--- config.mk ---
export PLATFORM = sky130hd
export DESIGN_NAME = gregorian_date_decrement_unit
export DESIGN_NICKNAME = d
export VERILOG_FILES = /design/src/rtl/core/gdd_pkg.sv /design/src/rtl/core/gregorian_date_decrement_unit.sv /design/src/rtl/core/gdd_ctrl.sv /design/src/rtl/core/gdd_datapath.sv
export SDC_FILE = /design/constraint.sdc
export NUM_CORES = 1
export LEC_CHECK = 0
export BUFFER_PORTS_ARGS = -buffer_cell sky130_fd_sc_hd__clkbuf_2
export CORE_ASPECT_RATIO = 1.2
export CORE_MARGIN = 2
export CORE_UTILIZATION = 30
export CTS_CLUSTER_DIAMETER = 50
export CTS_CLUSTER_SIZE = 30
export DETAILED_ROUTE_END_ITERATION = 8
export HOLD_SLACK_MARGIN = 0.08
export PLACE_DENSITY = 0.51
export SLEW_MARGIN = 5
export SYNTH_ARGS = -nofsm -noshare
export SYNTH_HDL_FRONTEND = slang
export SYNTH_HIERARCHICAL = 1
export SYNTH_SLANG_ARGS = --single-unit
--- constraint.sdc ---
create_clock -name clk -period 7.53 [get_ports clk]
set_input_delay 1.1295 -clock clk [delete_from_list [all_inputs] [get_ports clk]]
set_output_delay 1.1295 -clock clk [all_outputs]
set_load 0.02 [all_outputs]
--- src/rtl/core/gdd_pkg.sv ---
// ----------------------------------------------------------------------------
// gdd_pkg
// Shared types, codes and calendar helpers for the Gregorian date decrement
// unit.
// ----------------------------------------------------------------------------
package gdd_pkg;

    localparam logic [2:0] OP_DAY        = 3'd0;
    localparam logic [2:0] OP_WEEK       = 3'd1;
    localparam logic [2:0] OP_MONTH      = 3'd2;
    localparam logic [2:0] OP_YEAR       = 3'd3;
    localparam logic [2:0] OP_DECADE     = 3'd4;
    localparam logic [2:0] OP_CENTURY    = 3'd5;
    localparam logic [2:0] OP_MILLENNIUM = 3'd6;
    localparam logic [2:0] OP_NONE       = 3'd7;

    localparam logic [1:0] STAT_OK        = 2'd0;
    localparam logic [1:0] STAT_BAD_MONTH = 2'd1;
    localparam logic [1:0] STAT_UNDERFLOW = 2'd2;

    localparam logic [3:0] MONTH_JAN = 4'd1;
    localparam logic [3:0] MONTH_FEB = 4'd2;
    localparam logic [3:0] MONTH_DEC = 4'd12;

    localparam int         UNIT_BITS     = 10;
    localparam logic [9:0] UNIT_YEAR     = 10'd1;
    localparam logic [9:0] UNIT_DECADE   = 10'd10;
    localparam logic [9:0] UNIT_CENTURY  = 10'd100;
    localparam logic [9:0] UNIT_MILLENNIUM = 10'd1000;

    localparam logic [2:0] DAYS_PER_WEEK = 3'd7;
    localparam logic [4:0] MOD25         = 5'd25;
    localparam logic [4:0] MOD25_NEG_ONE = 5'd24;

    // multiple of 25 that keeps the folded year positive
    localparam logic [11:0] FOLD_BIAS = 12'd2050;
    // ceil(2^16 / 25), exact quotient for values below 4096
    localparam logic [11:0] RECIP25   = 12'd2622;

    typedef enum logic [2:0] {
        ST_IDLE,
        ST_DISPATCH,
        ST_MOD,
        ST_WALK,
        ST_MUL,
        ST_YSUB,
        ST_DONE
    } ctrl_state_t;

    typedef struct packed {
        logic load;
        logic mod_step;
        logic walk_step;
        logic mul;
        logic ysub;
        logic publish;
    } dp_cmd_t;

    typedef struct packed {
        logic [2:0] op;
        logic       bad_month;
        logic       mod_last;
        logic       walk_done;
    } dp_status_t;

    // y divisible by 4/100/400 from low bits of y and y mod 25
    function automatic logic is_leap(input logic [3:0] y_low, input logic [4:0] res25);
        logic by4;
        logic by16;
        by4  = (y_low[1:0] == 2'd0);
        by16 = (y_low == 4'd0);
        return (by4 && (res25 != 5'd0)) || (by16 && (res25 == 5'd0));
    endfunction

    function automatic logic [4:0] month_days(input logic [3:0] m, input logic leap);
        logic [4:0] len;
        unique case (m)
            4'd2:                      len = leap ? 5'd29 : 5'd28;
            4'd4, 4'd6, 4'd9, 4'd11:   len = 5'd30;
            default:                   len = 5'd31;
        endcase
        return len;
    endfunction

endpackage

--- src/rtl/core/gregorian_date_decrement_unit.sv ---
// Sequence: day, week and month items first take the year residue mod 25 by a fold and a
//   reduction, then walk back step by step, a step being one month crossed or the last move inside a month.
// Year, decade, century and millennium items multiply, then subtract; bad months and op 7 go straight to done.
// Throughput: one item at a time; the next item is accepted in the cycle after the result is
//   registered, and a result held by m_tready low holds the unit.
// Reset: asynchronous active-low rst_n returns the sequencer to idle with no result pending.
// ----------------------------------------------------------------------------
// gregorian_date_decrement_unit
// Moves a Gregorian date back by a count of days, weeks, months, years,
// decades, centuries or millennia.
// ----------------------------------------------------------------------------
module gregorian_date_decrement_unit #(
    parameter int COUNT_BITS = 16,
    parameter int YEAR_BITS  = 16
) (
    input  logic clk,
    input  logic rst_n,
    input  logic s_tvalid,
    output logic s_tready,
    // op[2:0], count, start_year, start_month[3:0], start_day[4:0], zero pad
    input  logic [((COUNT_BITS+YEAR_BITS+12+7)/8)*8-1:0] s_tdata,
    output logic m_tvalid,
    input  logic m_tready,
    // year, month[3:0], day[4:0], status[1:0], zero pad
    output logic [((YEAR_BITS+11+7)/8)*8-1:0] m_tdata
);
    import gdd_pkg::*;

    localparam int OUT_W = ((YEAR_BITS + 11 + 7) / 8) * 8;
    localparam int CB0   = 3;
    localparam int YB0   = CB0 + COUNT_BITS;
    localparam int MB0   = YB0 + YEAR_BITS;
    localparam int DB0   = MB0 + 4;

    dp_cmd_t                     cmd;
    dp_status_t                  status;
    logic signed [YEAR_BITS-1:0] year;
    logic [3:0]                  month;
    logic [4:0]                  day;
    logic [1:0]                  result_status;

    gdd_ctrl u_ctrl (
        .clk      (clk),
        .rst_n    (rst_n),
        .s_tvalid (s_tvalid),
        .s_tready (s_tready),
        .m_tvalid (m_tvalid),
        .m_tready (m_tready),
        .status   (status),
        .cmd      (cmd)
    );

    gdd_datapath #(
        .COUNT_BITS (COUNT_BITS),
        .YEAR_BITS  (YEAR_BITS)
    ) u_datapath (
        .clk           (clk),
        .rst_n         (rst_n),
        .cmd           (cmd),
        .status        (status),
        .op            (s_tdata[2:0]),
        .count         (s_tdata[YB0-1:CB0]),
        .start_year    (s_tdata[MB0-1:YB0]),
        .start_month   (s_tdata[DB0-1:MB0]),
        .start_day     (s_tdata[DB0+4:DB0]),
        .year          (year),
        .month         (month),
        .day           (day),
        .result_status (result_status)
    );

    assign m_tdata = OUT_W'({result_status, day, month, year});

`ifndef SYNTHESIS
    a_cmd_onehot: assert property (@(posedge clk) disable iff (!rst_n)
        $onehot0(cmd))
        else $error("more than one datapath command in a cycle");

    a_one_at_a_time: assert property (@(posedge clk) disable iff (!rst_n)
        s_tvalid && s_tready |=> !s_tready)
        else $error("item accepted while another is in work");

    a_month_range: assert property (@(posedge clk) disable iff (!rst_n)
        m_tvalid && result_status != STAT_BAD_MONTH |-> month >= MONTH_JAN && month <= MONTH_DEC)
        else $error("result month out of range");

    a_status_code: assert property (@(posedge clk) disable iff (!rst_n)
        m_tvalid |-> result_status == STAT_OK || result_status == STAT_BAD_MONTH
                     || result_status == STAT_UNDERFLOW)
        else $error("undefined status code");
`endif

endmodule

--- src/rtl/core/gdd_ctrl.sv ---
// ----------------------------------------------------------------------------
// gdd_ctrl
// Sequencer for the date decrement unit: accepts an item, steps the datapath
// through its phases and holds the result handshake.
// ----------------------------------------------------------------------------
module gdd_ctrl (
    input  logic                clk,
    input  logic                rst_n,
    input  logic                s_tvalid,
    output logic                s_tready,
    output logic                m_tvalid,
    input  logic                m_tready,
    input  gdd_pkg::dp_status_t status,
    output gdd_pkg::dp_cmd_t    cmd
);
    import gdd_pkg::*;

    ctrl_state_t state_reg;
    ctrl_state_t state_next;
    logic        out_valid_reg;
    logic        out_valid_next;

    always_ff @(posedge clk or negedge rst_n)
    begin
        if (!rst_n)
        begin
            state_reg     <= ST_IDLE;
            out_valid_reg <= 1'b0;
        end
        else
        begin
            state_reg     <= state_next;
            out_valid_reg <= out_valid_next;
        end
    end

    always_comb
    begin
        state_next = state_reg;
        cmd        = '0;
        s_tready   = 1'b0;
        unique case (state_reg)
            ST_IDLE:
            begin
                s_tready = 1'b1;
                if (s_tvalid)
                begin
                    cmd.load   = 1'b1;
                    state_next = ST_DISPATCH;
                end
            end
            ST_DISPATCH:
            begin
                priority if (status.bad_month || status.op == OP_NONE)
                    state_next = ST_DONE;
                else if (status.op == OP_DAY || status.op == OP_WEEK
                         || status.op == OP_MONTH)
                    state_next = ST_MOD;
                else
                    state_next = ST_MUL;
            end
            ST_MOD:
            begin
                cmd.mod_step = 1'b1;
                if (status.mod_last)
                    state_next = ST_WALK;
            end
            ST_WALK:
            begin
                if (status.walk_done)
                    state_next = ST_DONE;
                else
                    cmd.walk_step = 1'b1;
            end
            ST_MUL:
            begin
                cmd.mul    = 1'b1;
                state_next = ST_YSUB;
            end
            ST_YSUB:
            begin
                cmd.ysub   = 1'b1;
                state_next = ST_DONE;
            end
            ST_DONE:
            begin
                if (!out_valid_reg || m_tready)
                begin
                    cmd.publish = 1'b1;
                    state_next  = ST_IDLE;
                end
            end
            default:
                state_next = ST_IDLE;
        endcase
    end

    always_comb
    begin
        if (cmd.publish)
            out_valid_next = 1'b1;
        else if (m_tready)
            out_valid_next = 1'b0;
        else
            out_valid_next = out_valid_reg;
    end

    assign m_tvalid = out_valid_reg;

endmodule

--- src/rtl/core/gdd_datapath.sv ---
// ----------------------------------------------------------------------------
// gdd_datapath
// Date registers, year residue mod 25, month walker and year-step
// multiply/subtract for the date decrement unit.
// ----------------------------------------------------------------------------
module gdd_datapath #(
    parameter int COUNT_BITS = 16,
    parameter int YEAR_BITS  = 16
) (
    input  logic                        clk,
    input  logic                        rst_n,
    input  gdd_pkg::dp_cmd_t            cmd,
    output gdd_pkg::dp_status_t         status,
    input  logic [2:0]                  op,
    input  logic [COUNT_BITS-1:0]       count,
    input  logic signed [YEAR_BITS-1:0] start_year,
    input  logic [3:0]                  start_month,
    input  logic [4:0]                  start_day,
    output logic signed [YEAR_BITS-1:0] year,
    output logic [3:0]                  month,
    output logic [4:0]                  day,
    output logic [1:0]                  result_status
);
    import gdd_pkg::*;

    localparam int RW = COUNT_BITS + 3;
    localparam int PW = COUNT_BITS + UNIT_BITS;
    localparam int DW = ((YEAR_BITS > PW) ? YEAR_BITS : PW) + 2;
    localparam logic signed [YEAR_BITS-1:0] YEAR_MIN = {1'b1, {(YEAR_BITS-1){1'b0}}};
    // weight of the sign bit, mod 25
    localparam logic [4:0] SIGN_RES = 5'((64'd1 << (YEAR_BITS - 1)) % 64'd25);

    logic [2:0]                  op_reg;
    logic [RW-1:0]               r_reg, r_next;
    logic signed [YEAR_BITS-1:0] y_reg, y_next;
    logic [3:0]                  m_reg, m_next;
    logic [4:0]                  d_reg, d_next;
    logic [1:0]                  st_reg, st_next;
    logic [4:0]                  res_reg, res_next;
    logic [11:0]                 fold_reg, fold_next;
    logic                        mod_phase_reg, mod_phase_next;
    logic [PW-1:0]               prod_reg;
    logic signed [YEAR_BITS-1:0] out_year_reg;
    logic [3:0]                  out_month_reg;
    logic [4:0]                  out_day_reg;
    logic [1:0]                  out_status_reg;

    logic                        wrap;
    logic signed [YEAR_BITS-1:0] y_dec;
    logic [3:0]                  m_dec;
    logic [4:0]                  res_dec;
    logic [4:0]                  len_dec;
    logic [31:0]                 u_ext;
    logic [20:0]                 fold_sum;
    logic [11:0]                 fold_val;
    logic [23:0]                 recip_prod;
    logic [7:0]                  quot;
    logic [11:0]                 quot_25;
    logic [4:0]                  res_fold;
    logic [9:0]                  unit;
    logic [DW-1:0]               diff;
    logic [DW-1:0]               min_ext;

    always_comb
    begin
        wrap    = (m_reg == MONTH_JAN);
        m_dec   = wrap ? MONTH_DEC : m_reg - 4'd1;
        y_dec   = wrap ? y_reg - YEAR_BITS'(1) : y_reg;
        res_dec = wrap ? ((res_reg == 5'd0) ? MOD25_NEG_ONE : res_reg - 5'd1) : res_reg;
        len_dec = month_days(m_dec, is_leap(y_dec[3:0], res_dec));
        // offset year folded with 2^20 = 1 and 2^10 = -1 mod 25
        u_ext    = 32'({~y_reg[YEAR_BITS-1], y_reg[YEAR_BITS-2:0]});
        fold_sum = 21'(u_ext[19:0]) + 21'(u_ext[31:20]);
        fold_val = 12'(fold_sum[9:0]) + FOLD_BIAS - 12'(fold_sum[20:10])
                   + 12'(MOD25 - SIGN_RES);
        recip_prod = 24'(fold_reg) * 24'(RECIP25);
        quot       = recip_prod[23:16];
        quot_25    = 12'(quot) * 12'(MOD25);
        res_fold   = 5'(fold_reg - quot_25);
        unique case (op_reg)
            OP_DECADE:     unit = UNIT_DECADE;
            OP_CENTURY:    unit = UNIT_CENTURY;
            OP_MILLENNIUM: unit = UNIT_MILLENNIUM;
            default:       unit = UNIT_YEAR;
        endcase
        diff    = {{(DW-YEAR_BITS){y_reg[YEAR_BITS-1]}}, y_reg} - {{(DW-PW){1'b0}}, prod_reg};
        min_ext = {{(DW-YEAR_BITS){1'b1}}, YEAR_MIN};
    end

    always_comb
    begin
        r_next         = r_reg;
        y_next         = y_reg;
        m_next         = m_reg;
        d_next         = d_reg;
        st_next        = st_reg;
        res_next       = res_reg;
        fold_next      = fold_reg;
        mod_phase_next = mod_phase_reg;
        if (cmd.load)
        begin
            r_next         = (op == OP_WEEK) ? RW'(count) * RW'(DAYS_PER_WEEK) : RW'(count);
            y_next         = start_year;
            m_next         = start_month;
            d_next         = start_day;
            st_next        = (start_month < MONTH_JAN || start_month > MONTH_DEC)
                             ? STAT_BAD_MONTH : STAT_OK;
            mod_phase_next = 1'b0;
        end
        else if (cmd.mod_step)
        begin
            if (!mod_phase_reg)
            begin
                fold_next      = fold_val;
                mod_phase_next = 1'b1;
            end
            else
                res_next = res_fold;
        end
        else if (cmd.walk_step)
        begin
            if (op_reg != OP_MONTH && RW'(d_reg) > r_reg)
            begin
                d_next = d_reg - r_reg[4:0];
                r_next = '0;
            end
            else if (wrap && y_reg == YEAR_MIN)
            begin
                y_next  = YEAR_MIN;
                m_next  = MONTH_JAN;
                d_next  = 5'd1;
                st_next = STAT_UNDERFLOW;
                r_next  = '0;
            end
            else
            begin
                if (op_reg == OP_MONTH)
                begin
                    r_next = r_reg - RW'(1);
                    d_next = (d_reg > len_dec) ? len_dec : d_reg;
                end
                else
                begin
                    r_next = r_reg - ((d_reg == 5'd0) ? RW'(1) : RW'(d_reg));
                    d_next = len_dec;
                end
                m_next   = m_dec;
                y_next   = y_dec;
                res_next = res_dec;
            end
        end
        else if (cmd.ysub)
        begin
            if ($signed(diff) < $signed(min_ext))
            begin
                y_next  = YEAR_MIN;
                st_next = STAT_UNDERFLOW;
            end
            else
                y_next = diff[YEAR_BITS-1:0];
        end
    end

    always_ff @(posedge clk or negedge rst_n)
    begin
        if (!rst_n)
            op_reg <= OP_NONE;
        else if (cmd.load)
            op_reg <= op;
    end

    always_ff @(posedge clk)
    begin
        r_reg         <= r_next;
        y_reg         <= y_next;
        m_reg         <= m_next;
        d_reg         <= d_next;
        st_reg        <= st_next;
        res_reg       <= res_next;
        fold_reg      <= fold_next;
        mod_phase_reg <= mod_phase_next;
        if (cmd.mul)
            prod_reg <= PW'(r_reg[COUNT_BITS-1:0]) * PW'(unit);
        if (cmd.publish)
        begin
            out_year_reg   <= y_reg;
            out_month_reg  <= m_reg;
            out_day_reg    <= d_reg;
            out_status_reg <= st_reg;
        end
    end

    assign status.op        = op_reg;
    assign status.bad_month = (st_reg == STAT_BAD_MONTH);
    assign status.mod_last  = mod_phase_reg;
    assign status.walk_done = (r_reg == '0);

    assign year          = out_year_reg;
    assign month         = out_month_reg;
    assign day           = out_day_reg;
    assign result_status = out_status_reg;

endmodule

==> flow_summary_export.csv, run 1 <==
group,metric,value,unit
outcome,run_status,"finished clean",
clocking,cts_root_buf,"clkbuf_16",
cells_and_area,final-instance-count-excl-fill,2566,
sta,postLayoutSetupSlackWorst,472,ps
die,floorplan.initialDensity,30.4,%
critical_path,setup.worst_path.class,"reg2reg",
global_route,top_usage_layer,"met2",
sta,maximum_clock_skew_at_final_layout,11.3,ps
die,rows,94,
synthesis,syn_inst,1773,
placed_design,place.port_buffers,76,
clocking,cts_inserted_buffers,17,
sta,layout_min_cycle_time,7060,ps
sta,maxSlewViolCount,0,
clocking,cts_repair_resize_count,0,
sta,timing.setup.tns,0,ps
route,drcViolationCount,0,
route,routed_wire_length,40.0,mm
die,die_h,262,um
clocking,holdBufCountCts,0,
global_route,grt_pass1_vias,13192,
synthesis,synth.yosys.seq_area_share,22.1,%
synthesis,count_of_flip_flops_with_a_built_in_enable_after_synthesis,116,
cells_and_area,final_util,33.6,%
critical_path,timing.critical_path.arrival,7240,ps
global_route,remaining_global_route_overflow,0,
job,cap_violations,0,
synthesis,synth_async_sr_flop_share,5.65,%
global_route,grt_use_met1,16.1,%
critical_path,path_buf_inv,5,
die,core-area,54800,um2
cells_and_area,layout-drive-gt1-share,8.83,%
global_route,grt_util_met2,27.9,%
global_route,grt_first_pass_wirelength,66.4,mm
hold_path,timing.hold.worst.class,"reg2reg",
critical_path,worst_ep_required_time,7710,ps
clocking,cts.path.max_buffers,2,
cells_and_area,design.final.nets,2273,
critical_path,startpoint_of_the_most_critical_register_to_register_path,"u_datapath/fold_reg[9]",
sta,rsz0062_at_grt,"no",
synthesis,postSynthRegisterBits,124,
global_route,antenna_found_initial,0,
sta,layout_worst_path_cycle_share,93.7,%
route,drtAntennaViolNets,0,
route,dr.pass1.iters,5,
route,detail_route.iter0.violations,578,
die,ioPinCount,86,
critical_path,cpPeakStageDelay,580,ps
critical_path,crit_path_start_kind,"flop",
cells_and_area,areaGrowthSynthToFinish,10.7,%
die,dieWidth,219,um
sta,worstMarginPinSlew,1060,ps
synthesis,synthesis.area_per_instance,9.39,um2
route,route.detailed.wl_per_inst,15.6,um
clocking,cts_htree_levels,4,
clocking,post_cts_buffers,0,
critical_path,worstSetupStartpoint,"u_datapath/fold_reg[9]",
placed_design,detailedPlacementHpwl,33.4,mm
critical_path,critical_path.reg2reg.endpoint,"u_datapath/res_reg[4]",
placed_design,gp_congestion,0.854,
sta,relSlewSlack,29.4,%
placed_design,post-place-cells,2534,
sta,hold_violations,0,
critical_path,cp_top_family,"adder cells",
sta,finalSetupViolCount,0,
critical_path,crit_path_top_delay_cell,"edfxtp_1",
placed_design,detailedPlace.worstSlack,388,ps
critical_path,worst_setup_path_end_kind,"flop",
route,vias,12483,
cells_and_area,count_of_inserted_antenna_diode_cells,0,
synthesis,post_synth_num_cell_types,87,
critical_path,timing.critical_path.depth,29,
cells_and_area,largest_register_ffs,26,
route,via_per_inst,4.86,
synthesis,postSynth.topFlopCell,"edfxtp_1",
clocking,cts_tree,"yes",
critical_path,timing.critical_path.fanout_max,7,
synthesis,synth.cell_area,16700,um2
critical_path,worst_setup_path_endpoint,"u_datapath/res_reg[4]",
global_route,grt_usage,14.6,%
critical_path,timing.reg2reg.worst_path_depth,29,
sta,fmaxAchievable,142,MHz
global_route,grtUsageMet3,2.13,%
clocking,clk_pin_slew,60,ps
clocking,clock_sink_count,124,
global_route,grt_max_degree,29,
critical_path,r2r_setup_slack,470,ps
die,dieArea,57400,um2
clocking,clock_insertion_delay_at_the_later_pin_of_the_skew_report,440,ps
synthesis,ys_warn_count,6,
[cell families (layout without fill, tap and decap cells)]
kind of cell | Yosys count | after routing | synth area share [%]
buffers and inverters | 362 | 431 | 8.48
DFF | 124 | 124 | 22.1
muxes | 14 | 14 | 0.879
and+or+nand+nor | 431 | 431 | 12.7
AOI/OAI and AO/OA | 332 | 332 | 13.5
xor gates and xnor gates | 121 | 121 | 6.36
adders and majority gates | 388 | 388 | 36.0
other | 1 | 5 | 0.0225
[Yosys cell counts, types with 8 or more instances]
cell        n  area, um2
inv_1     308       1160
ha_1      237       2970
fa_1      151       3020
nand2_1   147        552
edfxtp_1  116       3480
nor2_1     97        364
a21oi_1    91        455
xnor2_1    83        727
o21ai_0    62        310
clkbuf_1   40        150
xor2_1     38        333
nor3_1     35        175
a21o_1     31        233
nand3_1    27        135
and2_1     22        138
nor2b_1    20        125
a211oi_1   16        120
o22ai_1    15       93.8
and3_1     14       87.6
o21a_1     13       97.6
o221ai_1   11       96.3
o31ai_1    11       82.6
o21bai_1   10       75.1
or3_1      10       62.6
mux2i_1     9       90.1
nand2b_1    9       56.3
buf_4       8       60.1
[layout by cell type, fill, tap and decap left out, types with 16 or more instances in the layout]
cell type / instances
inv_1: 308
nand3_1: 27
clkbuf_2: 76
a211oi_1: 16
edfxtp_1: 116
a21o_1: 31
fa_1: 151
a21oi_1: 91
nor3_1: 34
and2_1: 21
xor2_1: 38
nand2_1: 147
nor2b_1: 20
o21ai_0: 62
ha_1: 237
xnor2_1: 83
clkbuf_16: 17
nor2_1: 97
[per-stage QoR]
stage | cell area, um2 | hold WS [ps]
floorplan | 16700 | 418
global placement | 17800 | 426
detailed placement | 17800 | 434
CTS | 18400 | 447
global route | 18400 | 463
finish | 18400 | 448
[worst reg2reg max path, delay by kind of cell (launching register included)]
kind / cells / cell delay (ps)
flip-flops: 1 / 580
AND/OR/NAND/NOR: 1 / 90
XOR/XNOR: 5 / 760
adder cells (fa/ha/maj): 9 / 3470
AO/OA/AOI/OAI: 9 / 1670
buffers and inverters: 5 / 250
[worst min-delay path by stage]
| stage | slack [ps] | depth (start not counted) | startpoint | to |
|---|---|---|---|---|
| after floorplan | 420 | 0 | u_datapath/st_reg[0] | u_datapath/result_status[0] |
| after global placement | 430 | 0 | u_datapath/st_reg[0] | u_datapath/result_status[0] |
| after detailed placement | 430 | 0 | u_datapath/d_reg[0] | u_datapath/day[0] |
| after CTS | 450 | 0 | u_datapath/d_reg[0] | u_datapath/day[0] |
| after global routing | 460 | 0 | u_datapath/st_reg[0] | u_datapath/result_status[0] |
| final | 450 | 0 | u_datapath/d_reg[0] | u_datapath/day[0] |
[cell type report]
| type | count | area, um2 |
|---|---|---|
| inverter | 309 | 1160 |
| tap | 720 | 901 |
| fill | 5711 | 36400 |
| sequential | 124 | 3680 |
| clock inverter | 12 | 171 |
| multi-input combinational | 1291 | 11600 |
| timing repair buffer | 90 | 485 |
| clock buffer | 20 | 437 |
[routing by layer]
metal | part of all wire [%] | routed length (um)
met1 | 41 | 16300
met2 | 53 | 21400
met3 | 2.6 | 1050
met4 | 3.1 | 1240
met5 | 0 | 0
Power of run 1 is not shown: default switching activity piles up to over one toggle a cycle in this logic, so the estimate is an artifact.
==> run 2, diff against run 1 <==
Settings changed: CORE_MARGIN 2 to 3, CTS_BUF_LIST set to sky130_fd_sc_hd__clkbuf_16.
==> run 2 against run 1 <==
  * Wire length shrank 0.75%
  * Worst hold slack lost 4.7 ps
  * Worst setup slack lost 51 ps
  * Highest routed layer unchanged
  * Global-route usage shrank 0.65 points
  * First-iteration DRC count shrank 5.2%
  * Via count shrank 0.92%
  * Critical path depth is the same
  * Clock skew shrank 0.90 ps
==> flow_summary_export.csv, run 2 (same netlist as run 1, synthesis figures left out) <==
group,metric,value,unit
clocking,post_cts_buffers,0,
placed_design,detailedPlacementHpwl,33.2,mm
sta,maxSlewViolCount,0,
die,ioPinCount,86,
route,detail_route.iter0.violations,548,
cells_and_area,areaGrowthSynthToFinish,10.3,%
sta,rsz0062_at_grt,"no",
placed_design,place.port_buffers,76,
hold_path,timing.hold.worst.class,"reg2reg",
job,cap_violations,0,
die,floorplan.initialDensity,30.6,%
global_route,antenna_found_initial,0,
clocking,holdBufCountCts,0,
route,drtAntennaViolNets,0,
clocking,cts_repair_resize_count,0,
route,vias,12368,
critical_path,worst_setup_path_end_kind,"flop",
critical_path,setup.worst_path.class,"reg2reg",
critical_path,crit_path_start_kind,"flop",
global_route,grt_first_pass_wirelength,66.7,mm
die,die_h,264,um
critical_path,crit_path_top_delay_cell,"edfxtp_1",
critical_path,timing.critical_path.fanout_max,7,
route,drcViolationCount,0,
cells_and_area,layout.cell_area.non_filler,18400,um2
critical_path,cpPeakStageDelay,610,ps
clocking,cts_htree_levels,4,
clocking,cts_root_buf,"clkbuf_16",
cells_and_area,leading_cell_types_in_the_layout_fill_and_taps_excluded,"inv_1, ha_1, fa_1",
sta,relSlewSlack,30.9,%
cells_and_area,design.final.nets,2271,
clocking,clock_insertion_delay_at_the_later_pin_of_the_skew_report,440,ps
route,dr.pass1.iters,5,
route,via_per_inst,4.84,
cells_and_area,final_util,33.8,%
sta,timing.setup.tns,0,ps
global_route,grt_max_degree,29,
clocking,cts_inserted_buffers,17,
global_route,grt_pass1_vias,13470,
sta,maximum_clock_skew_at_final_layout,10.4,ps
placed_design,gp_congestion,0.840,
cells_and_area,largest_register_ffs,26,
route,routed_wire_length,39.7,mm
sta,finalSetupViolCount,0,
clocking,cts.path.max_buffers,2,
cells_and_area,final_common_cell,"inv_1",
placed_design,placedInstanceArea,17800,um2
die,dieArea,58400,um2
global_route,remaining_global_route_overflow,0,
die,rows,93,
sta,layout_worst_path_cycle_share,94.4,%
outcome,run_status,"finished clean",
cells_and_area,total_area_of_multi_input_combinational_cells,11600,um2
route,route.detailed.wl_per_inst,15.5,um
critical_path,worst_ep_required_time,7710,ps
clocking,cts_tree,"yes",
global_route,grt_usage,13.9,%
die,dieWidth,221,um
cells_and_area,final.fill_count,5596,
clocking,clk_pin_slew,60,ps
sta,hold_violations,0,
sta,layout_min_cycle_time,7110,ps
die,core-area,54300,um2
critical_path,timing.critical_path.arrival,7290,ps
sta,fmaxAchievable,141,MHz
sta,worstMarginPinSlew,1030,ps
clocking,clock_sink_count,124,
cells_and_area,layout-drive-gt1-share,8.95,%
cells_and_area,count_of_inserted_antenna_diode_cells,0,
cells_and_area,seq_area,3680,um2
run 2: cell types whose count changed in the layout (fill, tap and decap cells not counted), sizes merged:
cell	delta
clkinvlp	+2
inv	+6
bufinv	-3
clkbuf	-3
clkinv	-2
buf	-2
run 2: worst paths after layout:
kind	startpoint	end	slack [ps]	depth (start not counted)
hold / removal	u_datapath/st_reg[0]	u_datapath/result_status[0]	440	0
min in group asynchronous	rst_n	u_ctrl/state_reg[0]	530	1
setup / recovery	u_datapath/fold_reg[9]	u_datapath/res_reg[4]	420	29
hold reg to reg	u_datapath/st_reg[0]	u_datapath/result_status[0]	440	0
setup reg to reg	u_datapath/fold_reg[9]	u_datapath/res_reg[4]	420	29
max in group asynchronous	rst_n	u_datapath/op_reg[2]	6750	1
run 2: metrics by stage:
stage / cells / worst slack, ps / hold slack, ps
after floorplan: 1777 / 870 / 418
after global placement: 2524 / 438 / 425
after detailed placement: 2524 / 369 / 433
after CTS: 2556 / 359 / 448
after global routing: 2556 / 40.4 / 450
final: 2556 / 421 / 444
run 2: layout make-up:
type	instances	area share, %
clock buffers	17	2.32
inverters	309	6.32
multi-input cells	1291	63.2
flip-flops and latches	124	20.1
repair buffers	88	2.56
clock inverters	15	0.743
well taps	712	4.85
run 2: critical path, delay by kind of cell, from the launching register on:
family          cells  cell delay (ps)
xor+xnor            5              810
flops               1              610
simple gates        1               80
compound gates      9             1660
fa+ha+maj           9             3450
buf+inv             5              240
run 2: layer usage:
metal	track usage, %	routed length (um)	up-vias
met1	15.8	16600	6056
met2	26.7	21200	134
met4	4.89	1120	0
met3	1.67	786	60
met5	0	0	-
li1	-	-	6118
Power of run 2 is left out for the same reason.
